`src/rtl/hdc_pkg.sv`:
```
// Shared types, constants and arithmetic helpers for the holiday date calculator.
// Used by every module of the block; depends on nothing.

package hdc_pkg;

  localparam int NumHolidays = 17;
  // Register stages from the input transfer to the output register.
  localparam int NumStages = 6;

  // Holiday codes.
  localparam logic [4:0] HOL_NEW_YEAR     = 5'd0;
  localparam logic [4:0] HOL_XMAS_EVE     = 5'd1;
  localparam logic [4:0] HOL_NEW_YEAR_EVE = 5'd2;
  localparam logic [4:0] HOL_MLK          = 5'd3;
  localparam logic [4:0] HOL_PRESIDENTS   = 5'd4;
  localparam logic [4:0] HOL_VALENTINE    = 5'd5;
  localparam logic [4:0] HOL_HALLOWEEN    = 5'd6;
  localparam logic [4:0] HOL_ST_PATRICK   = 5'd7;
  localparam logic [4:0] HOL_APRIL_FOOLS  = 5'd8;
  localparam logic [4:0] HOL_MOTHERS      = 5'd9;
  localparam logic [4:0] HOL_FATHERS      = 5'd10;
  localparam logic [4:0] HOL_LABOUR       = 5'd11;
  localparam logic [4:0] HOL_MEMORIAL     = 5'd12;
  localparam logic [4:0] HOL_INDEPENDENCE = 5'd13;
  localparam logic [4:0] HOL_THANKSGIVING = 5'd14;
  localparam logic [4:0] HOL_XMAS         = 5'd15;
  localparam logic [4:0] HOL_EASTER       = 5'd16;

  typedef enum logic [1:0] {
    KIND_FIXED,
    KIND_NTH,
    KIND_LAST,
    KIND_EASTER
  } kind_e;

  typedef struct packed {
    kind_e      kind;
    logic [3:0] month;
    logic [4:0] day;
    logic [2:0] weekday;
    logic [1:0] weeks;
  } rule_t;

  // Result of the rule path, as handed to the output stage.
  typedef struct packed {
    logic       known;
    logic       easter;
    logic [3:0] month;
    logic [4:0] day;
  } rule_res_t;

  typedef struct packed {
    logic [3:0] month;
    logic [4:0] day;
  } date_t;

  function automatic rule_t rule_lookup(input logic [4:0] id);
    rule_t r;
    r = '{kind: KIND_FIXED, month: 4'd0, day: 5'd0, weekday: 3'd0, weeks: 2'd0};
    unique case (id)
      HOL_NEW_YEAR:     r = '{KIND_FIXED,  4'd1,  5'd1,  3'd0, 2'd0};
      HOL_XMAS_EVE:     r = '{KIND_FIXED,  4'd12, 5'd24, 3'd0, 2'd0};
      HOL_NEW_YEAR_EVE: r = '{KIND_FIXED,  4'd12, 5'd31, 3'd0, 2'd0};
      HOL_MLK:          r = '{KIND_NTH,    4'd1,  5'd1,  3'd1, 2'd2};
      HOL_PRESIDENTS:   r = '{KIND_NTH,    4'd2,  5'd1,  3'd1, 2'd2};
      HOL_VALENTINE:    r = '{KIND_FIXED,  4'd2,  5'd14, 3'd0, 2'd0};
      HOL_HALLOWEEN:    r = '{KIND_FIXED,  4'd10, 5'd31, 3'd0, 2'd0};
      HOL_ST_PATRICK:   r = '{KIND_FIXED,  4'd3,  5'd17, 3'd0, 2'd0};
      HOL_APRIL_FOOLS:  r = '{KIND_FIXED,  4'd4,  5'd1,  3'd0, 2'd0};
      HOL_MOTHERS:      r = '{KIND_NTH,    4'd5,  5'd1,  3'd0, 2'd1};
      HOL_FATHERS:      r = '{KIND_NTH,    4'd6,  5'd1,  3'd0, 2'd2};
      HOL_LABOUR:       r = '{KIND_NTH,    4'd9,  5'd1,  3'd1, 2'd0};
      HOL_MEMORIAL:     r = '{KIND_LAST,   4'd5,  5'd31, 3'd1, 2'd0};
      HOL_INDEPENDENCE: r = '{KIND_FIXED,  4'd7,  5'd4,  3'd0, 2'd0};
      HOL_THANKSGIVING: r = '{KIND_NTH,    4'd11, 5'd1,  3'd4, 2'd3};
      HOL_XMAS:         r = '{KIND_FIXED,  4'd12, 5'd25, 3'd0, 2'd0};
      HOL_EASTER:       r = '{KIND_EASTER, 4'd0,  5'd0,  3'd0, 2'd0};
      default:          r = '{KIND_FIXED,  4'd0,  5'd0,  3'd0, 2'd0};
    endcase
    return r;
  endfunction

  // Weekday offset of the first of each month in the shifted-year scheme.
  function automatic logic [2:0] month_offset(input logic [3:0] month);
    logic [2:0] o;
    o = 3'd0;
    unique case (month)
      4'd2:    o = 3'd3;
      4'd3:    o = 3'd2;
      4'd4:    o = 3'd5;
      4'd6:    o = 3'd3;
      4'd7:    o = 3'd5;
      4'd8:    o = 3'd1;
      4'd9:    o = 3'd4;
      4'd10:   o = 3'd6;
      4'd11:   o = 3'd2;
      4'd12:   o = 3'd4;
      default: o = 3'd0;
    endcase
    return o;
  endfunction

  // Remainder by seven through a reciprocal; exact for x below 13107.
  function automatic logic [2:0] mod7(input logic [13:0] x);
    logic [29:0] prod;
    logic [13:0] quo;
    logic [13:0] rem;
    prod = {16'd0, x} * 30'd9363;
    quo  = prod[29:16];
    rem  = x - 14'(quo * 14'd7);
    return rem[2:0];
  endfunction

  // Quotient by one hundred through a reciprocal; exact for any 13-bit x.
  function automatic logic [6:0] div100(input logic [12:0] x);
    logic [25:0] prod;
    prod = {13'd0, x} * 26'd5243;
    return prod[25:19];
  endfunction

endpackage

```
`src/rtl/hdc_wday.sv`:
```
// Rule path: table lookup, weekday of the anchor date and the resulting day.
// Five register stages; depends on hdc_pkg.

module hdc_wday (
  input  logic                  clk_i,
  input  logic [4:0]            en_i,
  input  logic [4:0]            holiday_id_i,
  input  logic [11:0]           year_i,
  output hdc_pkg::rule_res_t    res_o
);
  import hdc_pkg::*;

  rule_t       rule1_d, rule1_q, rule2_q, rule3_q;
  logic        known1_d, known1_q, known2_q, known3_q;
  logic [12:0] wy1_d, wy1_q;
  logic [6:0]  y100_1_d, y100_1_q;
  logic [13:0] wsum2_d, wsum2_q;
  logic [2:0]  wd3_d, wd3_q;
  logic [3:0]  fwd_raw, back_raw;
  logic [2:0]  fwd, back;
  rule_res_t   res4_d, res4_q, res5_q;

  // Stage 1: rule lookup and the century quotient of the shifted year.
  always_comb begin
    rule1_d  = rule_lookup(holiday_id_i);
    known1_d = (holiday_id_i < 5'(NumHolidays));
    wy1_d    = 13'(year_i) + 13'd400 - ((rule1_d.month < 4'd3) ? 13'd1 : 13'd0);
    y100_1_d = div100(wy1_d);
  end

  // Stage 2: the weekday sum before reduction.
  assign wsum2_d = 14'(wy1_q) + 14'(wy1_q >> 2) - 14'(y100_1_q) + 14'(y100_1_q >> 2)
                 + 14'(month_offset(rule1_q.month)) + 14'(rule1_q.day);

  // Stage 3: reduction to a weekday, 0 for Sunday.
  assign wd3_d = mod7(wsum2_q);

  // Stage 4: step forward to the wanted weekday, or back for the last one.
  always_comb begin
    fwd_raw  = {1'b0, rule3_q.weekday} + 4'd7 - {1'b0, wd3_q};
    back_raw = {1'b0, wd3_q} + 4'd7 - {1'b0, rule3_q.weekday};
    fwd      = (fwd_raw >= 4'd7) ? 3'(fwd_raw - 4'd7) : fwd_raw[2:0];
    back     = (back_raw >= 4'd7) ? 3'(back_raw - 4'd7) : back_raw[2:0];
    res4_d.known  = known3_q;
    res4_d.easter = known3_q && (rule3_q.kind == KIND_EASTER);
    res4_d.month  = rule3_q.month;
    res4_d.day    = rule3_q.day;
    unique case (rule3_q.kind)
      KIND_FIXED:  res4_d.day = rule3_q.day;
      KIND_NTH:    res4_d.day = rule3_q.day + 5'(fwd) + 5'(rule3_q.weeks) * 5'd7;
      KIND_LAST:   res4_d.day = rule3_q.day - 5'(back);
      KIND_EASTER: res4_d.day = 5'd0;
      default:     res4_d.day = 5'd0;
    endcase
  end

  always_ff @(posedge clk_i) begin
    if (en_i[0]) begin
      rule1_q  <= rule1_d;
      known1_q <= known1_d;
      wy1_q    <= wy1_d;
      y100_1_q <= y100_1_d;
    end
    if (en_i[1]) begin
      rule2_q  <= rule1_q;
      known2_q <= known1_q;
      wsum2_q  <= wsum2_d;
    end
    if (en_i[2]) begin
      rule3_q  <= rule2_q;
      known3_q <= known2_q;
      wd3_q    <= wd3_d;
    end
    if (en_i[3]) begin
      res4_q <= res4_d;
    end
    if (en_i[4]) begin
      res5_q <= res4_q;
    end
  end

  assign res_o = res5_q;

endmodule

```
`src/rtl/hdc_easter.sv`:
```
// Easter path: the anonymous Gregorian computus spread over five register stages.
// Constant divisions are reciprocal multiplies or shifts, and the one by 451 a compare; depends on hdc_pkg.

module hdc_easter (
  input  logic              clk_i,
  input  logic [4:0]        en_i,
  input  logic [11:0]       year_i,
  output hdc_pkg::date_t    date_o
);
  import hdc_pkg::*;

  // Stage 1 registers.
  logic [11:0] year1_q;
  logic [7:0]  q19_1_d, q19_1_q;
  logic [5:0]  b1_d, b1_q;
  logic [23:0] p19;
  logic [24:0] p100;
  // Stage 2 registers.
  logic [4:0]  a2_d, a2_q;
  logic [5:0]  b2_q;
  logic [6:0]  c2_d, c2_q;
  logic [3:0]  d2_q;
  logic [1:0]  e2_q;
  logic [1:0]  f2_d, f2_q;
  logic [10:0] pf;
  logic [11:0] a2_full, c2_full;
  // Stage 3 registers.
  logic [4:0]  a3_q;
  logic [5:0]  b3_q;
  logic [6:0]  c3_q;
  logic [3:0]  d3_q;
  logic [1:0]  e3_q;
  logic [3:0]  g3_d, g3_q;
  logic [11:0] pg;
  // Stage 4 registers.
  logic [8:0]  hsum;
  logic [18:0] ph;
  logic [8:0]  hrem;
  logic [4:0]  h4_d, h4_q;
  logic [4:0]  a4_q;
  logic [1:0]  e4_q;
  logic [4:0]  i4_q;
  logic [1:0]  k4_q;
  // Stage 5 registers.
  logic [6:0]  lsum;
  logic [2:0]  l5_d, l5_q;
  logic [4:0]  h5_q;
  logic [4:0]  a5_q;
  // Output logic.
  logic [8:0]  msum;
  logic [7:0]  s;

  // Stage 1: quotients of the year by nineteen and by one hundred.
  always_comb begin
    p19     = {12'd0, year_i} * 24'd3450;
    p100    = {13'd0, year_i} * 25'd5243;
    q19_1_d = p19[23:16];
    b1_d    = p100[24:19];
  end

  // Stage 2: remainders, century terms and the correction f.
  always_comb begin
    a2_full = year1_q - 12'(q19_1_q) * 12'd19;
    c2_full = year1_q - 12'(b1_q) * 12'd100;
    a2_d    = a2_full[4:0];
    c2_d    = c2_full[6:0];
    pf      = 11'(b1_q + 6'd8) * 11'd41;
    f2_d    = pf[10:10] == 1'b1 ? 2'd1 : 2'd0;
  end

  // Stage 3: g = (b - f + 1) / 3.
  always_comb begin
    pg   = 12'(b2_q - 6'(f2_q) + 6'd1) * 12'd86;
    g3_d = pg[11:8];
  end

  // Stage 4: h = (19a + b + 15 - d - g) mod 30.
  always_comb begin
    hsum = 9'(a3_q) * 9'd19 + 9'(b3_q) + 9'd15 - 9'(d3_q) - 9'(g3_q);
    ph   = {10'd0, hsum} * 19'd547;
    hrem = hsum - 9'(ph[18:14]) * 9'd30;
    h4_d = hrem[4:0];
  end

  // Stage 5: l = (32 + 2e + 2i - h - k) mod 7.
  always_comb begin
    lsum = 7'd32 + {4'd0, e4_q, 1'b0} + {1'b0, i4_q, 1'b0} - 7'(h4_q) - 7'(k4_q);
    l5_d = mod7(14'(lsum));
  end

  always_ff @(posedge clk_i) begin
    if (en_i[0]) begin
      year1_q <= year_i;
      q19_1_q <= q19_1_d;
      b1_q    <= b1_d;
    end
    if (en_i[1]) begin
      a2_q <= a2_d;
      b2_q <= b1_q;
      c2_q <= c2_d;
      d2_q <= 4'(b1_q >> 2);
      e2_q <= b1_q[1:0];
      f2_q <= f2_d;
    end
    if (en_i[2]) begin
      a3_q <= a2_q;
      b3_q <= b2_q;
      c3_q <= c2_q;
      d3_q <= d2_q;
      e3_q <= e2_q;
      g3_q <= g3_d;
    end
    if (en_i[3]) begin
      h4_q <= h4_d;
      a4_q <= a3_q;
      e4_q <= e3_q;
      i4_q <= c3_q[6:2];
      k4_q <= c3_q[1:0];
    end
    if (en_i[4]) begin
      l5_q <= l5_d;
      h5_q <= h4_q;
      a5_q <= a4_q;
    end
  end

  // The sum never reaches twice 451, so m is a single compare, and s lies in 107..149,
  // which leaves only March or April.
  always_comb begin
    msum = 9'(a5_q) + 9'(h5_q) * 9'd11 + 9'(l5_q) * 9'd22;
    s    = 8'(h5_q) + 8'(l5_q) + 8'd114 - ((msum >= 9'd451) ? 8'd7 : 8'd0);
    if (s >= 8'd124) begin
      date_o.month = 4'd4;
      date_o.day   = 5'(s - 8'd123);
    end else begin
      date_o.month = 4'd3;
      date_o.day   = 5'(s - 8'd92);
    end
  end

endmodule

```
`src/rtl/holiday_date_calculator_top.sv`:
```
// Top level of the holiday date calculator: stage valid bits, stall control and output register.
// Instantiates hdc_wday and hdc_easter; depends on hdc_pkg.
//
//   Channel | Direction | Handshake                | Payload
//   in      | input     | in_valid_i / in_ready_o  | holiday_id_i, year_i
//   out     | output    | out_valid_o / out_ready_i| month_o, day_o, valid_res_o
//
// One transfer is accepted every cycle while in_ready_o is high; out_valid_o rises once the item has
// reached the output register, a depth set by the Easter chain of dependent constant reductions.
// Reset clears only the stage valid bits; the data registers need none.
// A stage takes new data when it is empty or when the stage after it moves on. The enables
// form a combinational chain, so a stall at the output holds every full stage at once, and
// in_ready_o falls only when all six stages are full and the output is stalled.

module holiday_date_calculator_top (
  input  logic        clk_i,
  input  logic        rst_ni,
  input  logic        in_valid_i,
  output logic        in_ready_o,
  input  logic [4:0]  holiday_id_i,
  input  logic [11:0] year_i,
  output logic        out_valid_o,
  input  logic        out_ready_i,
  output logic [3:0]  month_o,
  output logic [4:0]  day_o,
  output logic        valid_res_o
);
  import hdc_pkg::*;

  logic [NumStages-1:0] valid_q;
  logic [NumStages-1:0] stage_en;
  rule_res_t            rule_res;
  date_t                easter_date;
  logic [3:0]           month_d, month_q;
  logic [4:0]           day_d, day_q;
  logic                 known_q;

  always_comb begin
    stage_en[NumStages-1] = !valid_q[NumStages-1] || out_ready_i;
    for (int k = NumStages - 2; k >= 0; k--) begin
      stage_en[k] = !valid_q[k] || stage_en[k+1];
    end
  end

  always_ff @(posedge clk_i or negedge rst_ni) begin
    if (!rst_ni) begin
      valid_q <= '0;
    end else begin
      if (stage_en[0]) begin
        valid_q[0] <= in_valid_i;
      end
      for (int k = 1; k < NumStages; k++) begin
        if (stage_en[k]) begin
          valid_q[k] <= valid_q[k-1];
        end
      end
    end
  end

  hdc_wday u_wday (
    .clk_i        (clk_i),
    .en_i         (stage_en[NumStages-2:0]),
    .holiday_id_i (holiday_id_i),
    .year_i       (year_i),
    .res_o        (rule_res)
  );

  hdc_easter u_easter (
    .clk_i  (clk_i),
    .en_i   (stage_en[NumStages-2:0]),
    .year_i (year_i),
    .date_o (easter_date)
  );

  always_comb begin
    if (rule_res.easter) begin
      month_d = easter_date.month;
      day_d   = easter_date.day;
    end else begin
      month_d = rule_res.month;
      day_d   = rule_res.day;
    end
  end

  always_ff @(posedge clk_i) begin
    if (stage_en[NumStages-1]) begin
      month_q <= month_d;
      day_q   <= day_d;
      known_q <= rule_res.known;
    end
  end

  assign in_ready_o  = stage_en[0];
  assign out_valid_o = valid_q[NumStages-1];
  assign month_o     = month_q;
  assign day_o       = day_q;
  assign valid_res_o = known_q;

endmodule

```
`config.mk`:
```
export PLATFORM = sky130hd
export DESIGN_NAME = holiday_date_calculator_top
export DESIGN_NICKNAME = d
export VERILOG_FILES = /design/src/rtl/hdc_pkg.sv /design/src/rtl/hdc_wday.sv /design/src/rtl/hdc_easter.sv /design/src/rtl/holiday_date_calculator_top.sv
export SDC_FILE = /design/constraint.sdc
export NUM_CORES = 1
export LEC_CHECK = 0
export BUFFER_PORTS_ARGS = -buffer_cell sky130_fd_sc_hd__clkbuf_2
export CORE_MARGIN = 5
export CORE_UTILIZATION = 65
export DETAILED_ROUTE_END_ITERATION = 10
export PLACE_DENSITY = 0.82
export SYNTH_ARGS = -nofsm -noshare
export SYNTH_HDL_FRONTEND = slang
export SYNTH_SLANG_ARGS = --single-unit
```
`constraint.sdc`:
```
create_clock -name clk_i -period 12 [get_ports clk_i]
set_input_delay 0.6 -clock clk_i [delete_from_list [all_inputs] [get_ports clk_i]]
set_output_delay 0.6 -clock clk_i [all_outputs]
set_load 0.05 [all_outputs]
```
# Yosys cells after proc, flatten, opt, wreduce, memory -nomap -nowiden
# Memories as Yosys holds them, arrays and structs flattened. A register that Yosys moved wholly into a read port is not among the register bits.
# Index checks and enable logic that the tools add are counted.
[op_classes]
n_addsub = 39
mul = 17
div = 0
magnitude_cmp = 6
eq_ne = 3
shifts = 0
mux = 10
bitwise_logic = 0
reduce_logical = 14
[ops]
columns = ["operator", "n"]
rows = [
  ["adder 14 x 5 -> 14 bit", 2],
  ["multiplier 14 x 14 -> 28 bit (second input constant)", 1],
  ["multiplier 13 x 13 -> 26 bit (second input constant)", 1],
  ["multiplier 12 x 13 -> 25 bit (second input constant)", 1],
  ["multiplier 12 x 11 -> 23 bit (second input constant)", 1],
  ["multiplier 7 x 14 -> 21 bit (second input constant)", 1],
  ["case mux 5 bit (4 select lines)", 1],
  ["multiplier 9 x 10 -> 19 bit (second input constant)", 1],
  ["subtractor 9 x 4 -> 9 bit", 2],
  ["adder 13 x 11 -> 14 bit", 1],
  ["adder 14 x 3 -> 14 bit", 1],
  ["subtractor 14 x 7 -> 14 bit", 1],
  ["adder 12 x 9 -> 13 bit (second input constant)", 1],
  ["subtractor 13 bit", 1],
  ["adder 12 x 1 -> 12 bit (second input constant)", 1],
  ["multiplier 12 x 3 -> 3 bit (second input constant)", 1],
  ["multiplier 12 x 6 -> 11 bit (second input constant)", 1],
  ["multiplier 11 x 6 -> 11 bit (second input constant)", 1],
  ["subtractor 5 bit", 2],
  ["subtractor 5 bit (second input constant)", 2],
  ["adder 5 x 9 -> 9 bit", 1],
  ["adder 9 x 4 -> 9 bit (second input constant)", 1],
  ["adder 9 x 6 -> 9 bit", 1],
  ["adder 9 x 8 -> 9 bit", 1],
  ["41 further kinds", 61],
]
[word_totals]
ff_bits = 233
latchBits = 0
ramBits = 0
rom_bits = 528
in_bits = 21
wordCells = 153
n_memories = 2
[mem_list]
columns = ["name", "depth", "width", "read_ports", "rd_clocked_by_memory_dff", "wr", "line_no", "rtl"]
rows = [
  ["(no name shown)", 32, 15, 1, 0, 0, "hdc_pkg.sv:60", "unique case (id)"],
  ["(no name shown)", 16, 3, 1, 1, 0, "hdc_pkg.sv:87", "unique case (month)"],
]

# Depth between registers and ports, before layout
# Gate-level depths: netlist (run 1).
[logic_depth]
word_depth = 9
depth_mapped = 39

# Hierarchy
# A second synthesis (run 1) with hierarchy kept.
[unflattened]
cells_unflattened = 2301
area_unflattened_um2 = 25589.5
[by_module_without_submodules]
columns = ["module", "instances", "cells_each", "area_each_um2", "seq_area_each_um2"]
rows = [
  ["hdc_easter", 1, 1259, 13754.4, 2732.6],
  ["hdc_wday", 1, 1002, 11179.5, 3273.1],
  ["holiday_date_calculator_top", 1, 40, 655.6, 450.4],
]

# Worst setup path after synthesis (run 1)
# OpenSTA, ideal clock, no wires.
[synth_path]
path_kind = "register to register"
start = "reg u_easter.d3_q[2]"
end = "reg u_easter.h4_q[4], data pin"
setup_ps = 260
arrival_time_ps = 7679
slack_ps = 4061
stages_incl_launch_ff = 35
cell_sequence = "edfxtp_1 -> inv_1 -> ha_1 -> fa_1 -> inv_1 -> fa_1 -> fa_1 -> inv_1 -> ha_1 -> fa_1 -> a21o_1 -> a21oi_1 -> o21bai_1 -> a21oi_1 -> xnor2_1 -> xnor2_1 -> fa_1 -> fa_1 -> inv_1 -> ha_1 -> nand3_1 -> nand2_1 -> a221o_1 -> o21ai_0 -> nand2b_1 -> xor2_1 -> ha_1 -> ha_1 -> ha_1 -> inv_1 -> ha_1 -> a21oi_1 -> xnor2_1 -> xnor2_1 -> xnor2_1"
[synth_via]
elab_chain_cells = 5
[synth_rtl]
columns = ["element", "line_no", "rtl"]
rows = [
  ["from (decl)", "hdc_easter.sv:31", "logic [3:0] d3_q;"],
  ["from (signal assigned)", "hdc_easter.sv:109", "d3_q <= d2_q;"],
  ["subtractor 9 x 4 -> 9 bit * (2 in series)", "hdc_easter.sv:79", "hsum = 9'(a3_q) * 9'd19 + 9'(b3_q) + 9'd15 - 9'(d3_q) - 9'(g3_q);"],
  ["multiplier 9 x 10 -> 19 bit", "hdc_easter.sv:80", "ph = {10'd0, hsum} * 19'd547;"],
  ["multiplier 5 x 4 -> 4 bit", "hdc_easter.sv:81", "hrem = hsum - 9'(ph[18:14]) * 9'd30;"],
  ["subtractor 5 bit *", "hdc_easter.sv:81", ""],
  ["net u_easter.hrem[4]", "hdc_easter.sv:38", "logic [8:0] hrem;"],
  ["to (signal assigned)", "hdc_easter.sv:114", "h4_q <= h4_d;"],
  ["to (decl)", "hdc_easter.sv:39", "logic [4:0] h4_d, h4_q;"],
]
# Mark *: on every way through the listed nets, which the timed path passes. The rest lies on a longest branch.
# A chain may end at the register's enable or synchronous reset.

# Final worst setup path (run 1)
# Same ends and word-level chain as after synthesis.

==> results of run 1 <==
==> worst register-to-register path, delay by kind of cell, from the launching register on <==
kind | cells | cell delay, ns
simple gates | 3 | 0.24
xor+xnor | 6 | 1.09
flops | 1 | 0.42
compound gates | 7 | 1.36
buf+inv | 5 | 0.27
fa+ha+maj | 13 | 4.85
==> stage by stage <==
step                area, sq um  instances  utilization [%]
global route              27000       2860             69.8
global placement          26200       2817             67.7
floorplan                 25400       2272                -
detailed placement        26200       2817             67.7
finish                    27000       2860             69.8
CTS                       27000       2860             69.8
==> per-layer routing <==
| layer | global-route usage, % | wire length [um] | vias to the layer above |
|---|---|---|---|
| met3 | 2.71 | 1810 | 126 |
| li1 | - | - | 7551 |
| met4 | 7.18 | 1600 | 0 |
| met5 | 0 | 0 | - |
| met2 | 43.3 | 25600 | 305 |
| met1 | 27.8 | 19300 | 7820 |
==> placed cells by master (no fill, tap or decap), types with 13 or more instances in the layout <==
cell type / count
nor2b_1: 13
nand2b_1: 15
nand3_1: 20
ha_1: 571
fa_1: 266
clkbuf_2: 32
edfxtp_1: 208
clkbuf_16: 23
o21ai_0: 32
a21o_1: 44
o21a_1: 13
nor2_1: 46
xor2_1: 39
xnor2_1: 119
a21oi_1: 84
nor3_1: 15
mux2i_1: 13
inv_1: 590
nand2_1: 42
==> flip-flops by register name, indices dropped and copies added, names as in the netlist, 6 cells and up, named ones only <==
name / count
u_easter.c3_q: 7
u_easter.c2_q: 7
valid_q: 6
u_wday.rule3_q: 11
u_wday.wsum2_q: 14
u_wday.res4_q: 11
u_wday.rule1_q: 15
u_easter.year1_q: 7
u_easter.b1_q: 6
u_wday.rule2_q: 15
u_wday.res_o: 11
u_wday.wy1_q: 13
u_wday.y100_1_q: 7
==> cell families after synthesis <==
| family | after synthesis |
|---|---|
| xor+xnor | 158 |
| buf+inv | 601 |
| flops | 217 |
| simple gates | 189 |
| fa+ha+maj | 838 |
| compound gates | 250 |
| mux | 19 |
==> final timing paths <==
path,startpoint,to,slack [ns],depth (start not counted)
max,u_easter.d3_q[2],u_easter.h4_q[4],3.53,34
min,in_valid_i,valid_q[0],0.26,2
max reg2reg,u_easter.d3_q[2],u_easter.h4_q[4],3.53,34
min reg2reg,u_wday.rule2_q[9],u_wday.rule3_q[9],0.41,0
max in group asynchronous,rst_ni,valid_q[3],11.40,2
min in group asynchronous,rst_ni,valid_q[5],0.44,2
==> layout make-up <==
cell class	instances	area (sq um)
tap	518	648
multi-input combinational	1454	16700
sequential	217	6460
timing repair buffer	38	208
clock inverter	18	210
inverter	591	2220
clock buffer	24	579
fill	2621	11700
==> out/qor.csv, run 1 <==
metric,value,unit
synth_compound_area_share,6.48,%
gp_routability_congestion,0.934,
synth_top_family_by_area,adder cells,
cp_common_cell,ha_1,
antenna_found_initial,0,
grt_max_degree,62,
status,"complete, no violations",
synth_area_leader_cell,ha_1,
maxSlewHeadroom,12.8,%
synth_seq_area_share,25.4,%
synth_top_area_share,28.2,%
wl,48300,um
drcViolationCount,0,
areaGrowthSynthToFinish,6.34,%
fin_crit,8.47,ns
cts_tree,built,
clock_latency,0.53,ns
worst-setup-path-type,register to register,
fmax,0.118,GHz
cp_slowest_cell,fa_1,
clkTransAtPathRegs,0.07,ns
max-cap-violations,0,
detailed_place_hpwl,39300,um
path_delay_family,adder cells,
start_util,65.6,%
arrival,8.72,ns
cts-hold-fix-buffers,1,
synth.distinct_cells,68,
synth_ff_type,edfxtp_1,
wl_per_cell,16.9,um
yosys-top-cells-count,"inv_1 (590), ha_1 (571), fa_1 (266), edfxtp_1 (208), xnor2_1 (119)",
cpPeakStageDelay,0.54,ns
grt_usage,23.1,%
final-hold-violation-count,0,
post_cts_buffers,0,
muxShareOfSynthArea,0.779,%
synth_fa_ha_area_share,49.2,%
cts_resized,0,
grt_pass1_wl,83200,um
period_share,70.5,%
clockRootBuffer,clkbuf_16,
synth-xor-area-share,5.45,%
synth_edf_count,208,
cp_max_fo,5,
htreeDepth,1,
setup_tns,0,ns
crit_path_end_kind,register,
rsz0062_at_grt,false,
start_kind,register,
die_w,208,um
synth_area_leaders,"ha_1 (28%), edfxtp_1 (25%), fa_1 (21%), inv_1 (8.7%), xnor2_1 (4.1%)",
yosys_register_bits,217,
synth-simple-area-share,3.75,%
grt_overflow,0,
drive_gt1_share,4.23,%
ios,33,
clock_sink_count,217,
die_area,43100,sq um
place_ws,3.22,ns
port_buffers,32,
setup_violations,0,
vias_per_cell,5.53,
grt_pass1_vias,17695,
async_flop_share,2.76,%
fp.dieH,208,um
required,12.26,ns
clk_path_buf_depth,3,
nNetsFinal,3183,
core,38600,sq um
yosysWarningCount,0,
drt-initial-drc-count,745,
cts_made_buffers,23,
skew,0.0252,ns
synth.most_common_cell,inv_1,
drt-pass1-iter-count,7,
syn_area,25400,sq um
cp.buffers_inverters,5,
syn_nets,3130,
ant_nets,0,
avgSynthCellArea,11.2,sq um
tightest_slew,1.30,ns
vias,15802,
whs,0.261,ns
synthCells,2272,
setup_slack,3.53,ns
drv_slew,0,
hold_class,primary input to register,
rows,72,
diodes,0,
Power of run 1 is not shown: default switching activity piles up to over one toggle a cycle in this logic, so the estimate is an artifact.
==> run 2, diff against run 1 <==
--- a/config.mk
+++ b/config.mk
@@ -5,11 +5,12 @@
 export SDC_FILE = /design/constraint.sdc
 export NUM_CORES = 1
 export LEC_CHECK = 0
+export ABC_AREA = 1
 export BUFFER_PORTS_ARGS = -buffer_cell sky130_fd_sc_hd__clkbuf_2
 export CORE_MARGIN = 5
-export CORE_UTILIZATION = 65
+export CORE_UTILIZATION = 60
 export DETAILED_ROUTE_END_ITERATION = 10
-export PLACE_DENSITY = 0.82
+export PLACE_DENSITY = 0.79
 export SYNTH_ARGS = -nofsm -noshare
 export SYNTH_HDL_FRONTEND = slang
 export SYNTH_SLANG_ARGS = --single-unit
==> constraint.sdc (replaced) <==
create_clock -name clk_i -period 6.9 [get_ports clk_i]
set_input_delay 0.345 -clock clk_i [delete_from_list [all_inputs] [get_ports clk_i]]
set_output_delay 0.345 -clock clk_i [all_outputs]
set_load 0.05 [all_outputs]
==> out/qor.csv, run 2 <==
metric,value,unit
synth.distinct_cells,53,
synth_edf_count,208,
start_util,60.3,%
final_cell_mix,"inv_1 (727), ha_1 (555), nand2_1 (383), fa_1 (264), edfxtp_1 (208)",
hold_class,primary input to register,
grt_pass1_wl,95300,um
clockRootBuffer,clkbuf_16,
die_area,49600,sq um
cp_slowest_cell,fa_1,
nNetsFinal,3884,
grt_usage,22.6,%
drt-pass1-iter-count,7,
drcViolationCount,0,
diodes,0,
cp_max_fo,3,
yosysWarningCount,0,
cts_tree,built,
violations,negative setup slack,
hp-start,in_valid_i,
grt_pass1_vias,21088,
final_cells,3643,
synth_area_leaders,"ha_1 (26%), edfxtp_1 (23%), fa_1 (20%), inv_1 (10%), nand2_1 (5.5%)",
dp.cells,3593,
drt-initial-drc-count,1009,
fin_crit,7.44,ns
skew,0.0181,ns
clock_sink_count,217,
fp.dieH,223,um
vias,19372,
fin_util,66.6,%
rr_worst_depth,39,
drive_gt1_share,9.20,%
reg2reg_to,u_easter.h4_q[4],
avgSynthCellArea,9.48,sq um
ant_nets,0,
synth_seq_area_share,23.8,%
syn_area,27200,sq um
yosys_register_bits,217,
vias_per_cell,5.32,
cp_common_cell,ha_4,
ios,33,
r2r_start,u_easter.d3_q[2],
synthCells,2867,
port_buffers,32,
synth_top_area_share,26.3,%
status,finished with violations,
hold_end,valid_q[0],
reg2reg_slack,-0.54,ns
grt_overflow,0,
period_share,108,%
cpPeakStageDelay,0.50,ns
clk_path_buf_depth,3,
cts_made_buffers,23,
synth_area_leader_cell,ha_1,
clock_latency,0.51,ns
synth.most_common_cell,inv_1,
wl_per_cell,15.2,um
wl,55200,um
areaGrowthSynthToFinish,10.6,%
final-hold-violation-count,0,
max-cap-violations,0,
maxSlewHeadroom,21.7,%
drv_slew,0,
clkTransAtPathRegs,0.06,ns
worst-setup-path-type,register to register,
die_w,223,um
antenna_found_initial,0,
cp.buffers_inverters,9,
rows,78,
mostFrequentLayoutCell,inv_1,
tightest_slew,1.17,ns
detailed_place_hpwl,46700,um
crit_path_end_kind,register,
start_kind,register,
htreeDepth,1,
path_delay_family,adder cells,
setup_violations,2,
async_flop_share,2.76,%
yosys-top-cells-count,"inv_1 (738), ha_1 (571), nand2_1 (395), fa_1 (266), edfxtp_1 (208)",
synth_ff_type,edfxtp_1,
rsz0062_at_grt,true,
setup_slack,-0.536,ns
fmax,0.134,GHz
min_path_cells,2,
gp_routability_congestion,0.934,
arrival,7.69,ns
core,45100,sq um
top_regs,"u_wday.rule1_q (15), u_wday.rule2_q (15), u_wday.wsum2_q (14)",
syn_nets,3725,
required,7.16,ns
grt_max_degree,62,
## run 2: changes by cell type after synthesis, sizes merged, moves of 34 or more
cell / before / now
nand3: 21 / 88
o21ai: 33 / 72
xnor2: 119 / 48
nor2: 46 / 124
nand2: 43 / 399
a21o: 44 / 10
inv: 591 / 749
a21oi: 89 / 128
## run 2: worst max-delay path by stage
| stage | startpoint | end | slack [ns] | cells past startpoint |
|---|---|---|---|---|
| 2_1_floorplan | u_easter.d3_q[2] | u_easter.h4_q[4] | -0.25 | 39 |
| 3_3_place_gp | u_easter.d3_q[2] | u_easter.h4_q[4] | -0.43 | 41 |
| 3_5_place_dp | u_easter.d3_q[3] | u_easter.h4_q[4] | -0.75 | 38 |
| 4_1_cts | u_easter.d3_q[2] | u_easter.h4_q[4] | -0.63 | 41 |
| 5_1_grt | u_easter.d3_q[2] | u_easter.h4_q[4] | -0.88 | 39 |
| 6_report | u_easter.d3_q[2] | u_easter.h4_q[4] | -0.54 | 39 |
## run 2: kinds of logic (layout without fill, tap and decap cells)
logic type | count (synthesis) | count (layout) | synth area share, %
xor gates and xnor gates | 114 | 114 | 3.70
AOI/OAI and AO/OA | 263 | 263 | 5.48
buffers and inverters | 754 | 930 | 10.5
and+or+nand+nor | 681 | 681 | 10.6
adders and majority gates | 837 | 837 | 45.9
DFF | 217 | 217 | 23.8
muxes | 1 | 1 | 0.0368
## run 2: what timing repair did
item | in CTS | in global routing
cloned | 0 | 0
setup endpoints to repair | 2 | 19
pin swaps | 10 | 14
gates resized for setup | 8 | 49
hold buffers | 1 | 0
setup buffers | 3 | 4
endpoints found under the hold margin | 6 | 0
## run 2: cell type report
cell class | count | area, sq um
multi-input combinational | 1896 | 18200
fill | 3331 | 15000
tap | 600 | 751
clock inverter | 10 | 140
sequential | 217 | 6460
inverter | 749 | 2820
timing repair buffer | 139 | 982
clock buffer | 32 | 659
## run 2: layer usage
layer | global-route usage [%] | wire length [um] | vias to the layer above
met5 | 0 | 0 | -
met4 | 5.42 | 1250 | 0
met3 | 1.82 | 2120 | 111
met2 | 42.8 | 28900 | 440
met1 | 27.9 | 22900 | 9349
li1 | - | - | 9472
## run 2: stage by stage
stage | TNS, ns | setup slack [ns] | hold slack (ns) | instance area [sq um]
after floorplan | -0.247 | -0.247 | 0.0494 | 27300
after global placement | -2.41 | -0.433 | 0.206 | 28900
after detailed placement | -3.82 | -0.746 | 0.214 | 28900
after CTS | -0.788 | -0.631 | 0.0285 | 29800
after global routing | -1.53 | -0.881 | 0.0264 | 30000
final | -0.721 | -0.536 | 0.0416 | 30000
Power of run 2 is left out for the same reason.
==> run 3, diff against run 2 <==
--- a/config.mk
+++ b/config.mk
@@ -7,10 +7,11 @@
 export LEC_CHECK = 0
 export ABC_AREA = 1
 export BUFFER_PORTS_ARGS = -buffer_cell sky130_fd_sc_hd__clkbuf_2
-export CORE_MARGIN = 5
+export CORE_MARGIN = 4
 export CORE_UTILIZATION = 60
 export DETAILED_ROUTE_END_ITERATION = 10
 export PLACE_DENSITY = 0.79
 export SYNTH_ARGS = -nofsm -noshare
 export SYNTH_HDL_FRONTEND = slang
 export SYNTH_SLANG_ARGS = --single-unit
+export TNS_END_PERCENT = 5
==> out/qor.csv, run 3 (synthesized netlist as in run 2, its figures left out) <==
metric,value,unit
drv_slew,0,
post_dp_cell_area,28900,sq um
cp_slowest_cell,fa_1,
skew,0.0199,ns
port_buffers,32,
ios,33,
top_regs,"u_wday.rule1_q (15), u_wday.rule2_q (15), u_wday.wsum2_q (14)",
drt-pass1-iter-count,6,
final_area,29800,sq um
core,44500,sq um
diodes,0,
fin_util,67.0,%
status,finished with violations,
cp_common_cell,nand2_1,
fp.dieH,221,um
detailed_place_hpwl,47000,um
rows,77,
htreeDepth,1,
drcViolationCount,0,
grt_pass1_wl,95100,um
rr_worst_depth,41,
final-hold-violation-count,0,
cp_max_fo,3,
start_kind,register,
crit_path_end_kind,register,
fmax,0.133,GHz
min_path_cells,2,
gp_routability_congestion,0.918,
clkTransAtPathRegs,0.06,ns
hold_class,primary input to register,
path_delay_family,adder cells,
antenna_found_initial,0,
setup_violations,2,
violations,negative setup slack,
areaGrowthSynthToFinish,9.82,%
drt-initial-drc-count,986,
rsz0062_at_grt,true,
grt_usage,22.8,%
grt_pass1_vias,20874,
cp_num_cells,41,
cpPeakStageDelay,0.51,ns
clk_path_buf_depth,3,
required,7.18,ns
vias_per_cell,5.35,
fin_crit,7.54,ns
arrival,7.82,ns
die_w,221,um
clock_latency,0.53,ns
maxSlewHeadroom,20.0,%
vias,19409,
ant_nets,0,
start_util,61.1,%
period_share,109,%
wl,55200,um
nNetsFinal,3877,
tightest_slew,1.20,ns
cp.buffers_inverters,10,
wl_per_cell,15.2,um
clock_sink_count,217,
final_cells,3628,
setup_slack,-0.639,ns
dp.cells,3584,
max-cap-violations,0,
final_cell_mix,"inv_1 (729), ha_1 (558), nand2_1 (386), fa_1 (263), edfxtp_1 (208)",
grt_overflow,0,
die_area,48800,sq um
grt_max_degree,62,
cts_tree,built,
worst-setup-path-type,register to register,
drive_gt1_share,8.56,%
cts_made_buffers,23,
mostFrequentLayoutCell,inv_1,
clockRootBuffer,clkbuf_16,
run 3: cell type report:
| class | instances | area [sq um] |
|---|---|---|
| Inverter | 749 | 2820 |
| Clock buffer | 25 | 583 |
| Sequential cell | 217 | 6460 |
| Clock inverter | 17 | 178 |
| Multi-Input combinational cell | 1896 | 18200 |
| Timing Repair Buffer | 132 | 913 |
| Fill cell | 3344 | 14700 |
| Tap cell | 592 | 741 |
run 3: repair_timing:
item                                    in CTS  in global routing
hold buffers                                 1                  0
endpoints found under the setup margin       2                 19
gates resized for setup                      7                 38
pin swaps                                    2                  3
endpoints found under the hold margin        6                  0
buffers inserted                             1                  0
run 3: path summary, 6_finish.rpt:
path	slack (ns)	startpoint	to
max	-0.64	u_easter.d3_q[2]	u_easter.h4_q[4]
min	0.04	in_valid_i	valid_q[0]
max reg2reg	-0.64	u_easter.d3_q[2]	u_easter.h4_q[4]
min reg2reg	0.42	u_easter.c3_q[2]	u_easter.i4_q[0]
max in group asynchronous	6.54	rst_ni	valid_q[0]
min in group asynchronous	0.19	rst_ni	valid_q[3]
run 3: per-stage QoR:
| step | TNS [ns] | hold slack (ns) | worst slack (ns) |
|---|---|---|---|
| final | -0.786 | 0.0445 | -0.639 |
| after global routing | -1.94 | 0.0306 | -1.00 |
| after CTS | -0.825 | 0.0316 | -0.676 |
| after detailed placement | -3.57 | 0.207 | -0.754 |
| after global placement | -2.01 | 0.204 | -0.446 |
| after floorplan | -0.247 | 0.0494 | -0.247 |
run 3: metal layers:
layer | global-route usage [%] | vias up | share of wire [%]
met1 | 28.4 | 9329 | 41
met3 | 1.92 | 134 | 3.9
met2 | 42.4 | 481 | 51
met5 | 0 | - | 0
met4 | 7.01 | 0 | 3.3
li1 | - | 9465 | -
Power of run 3 is left out for the same reason.
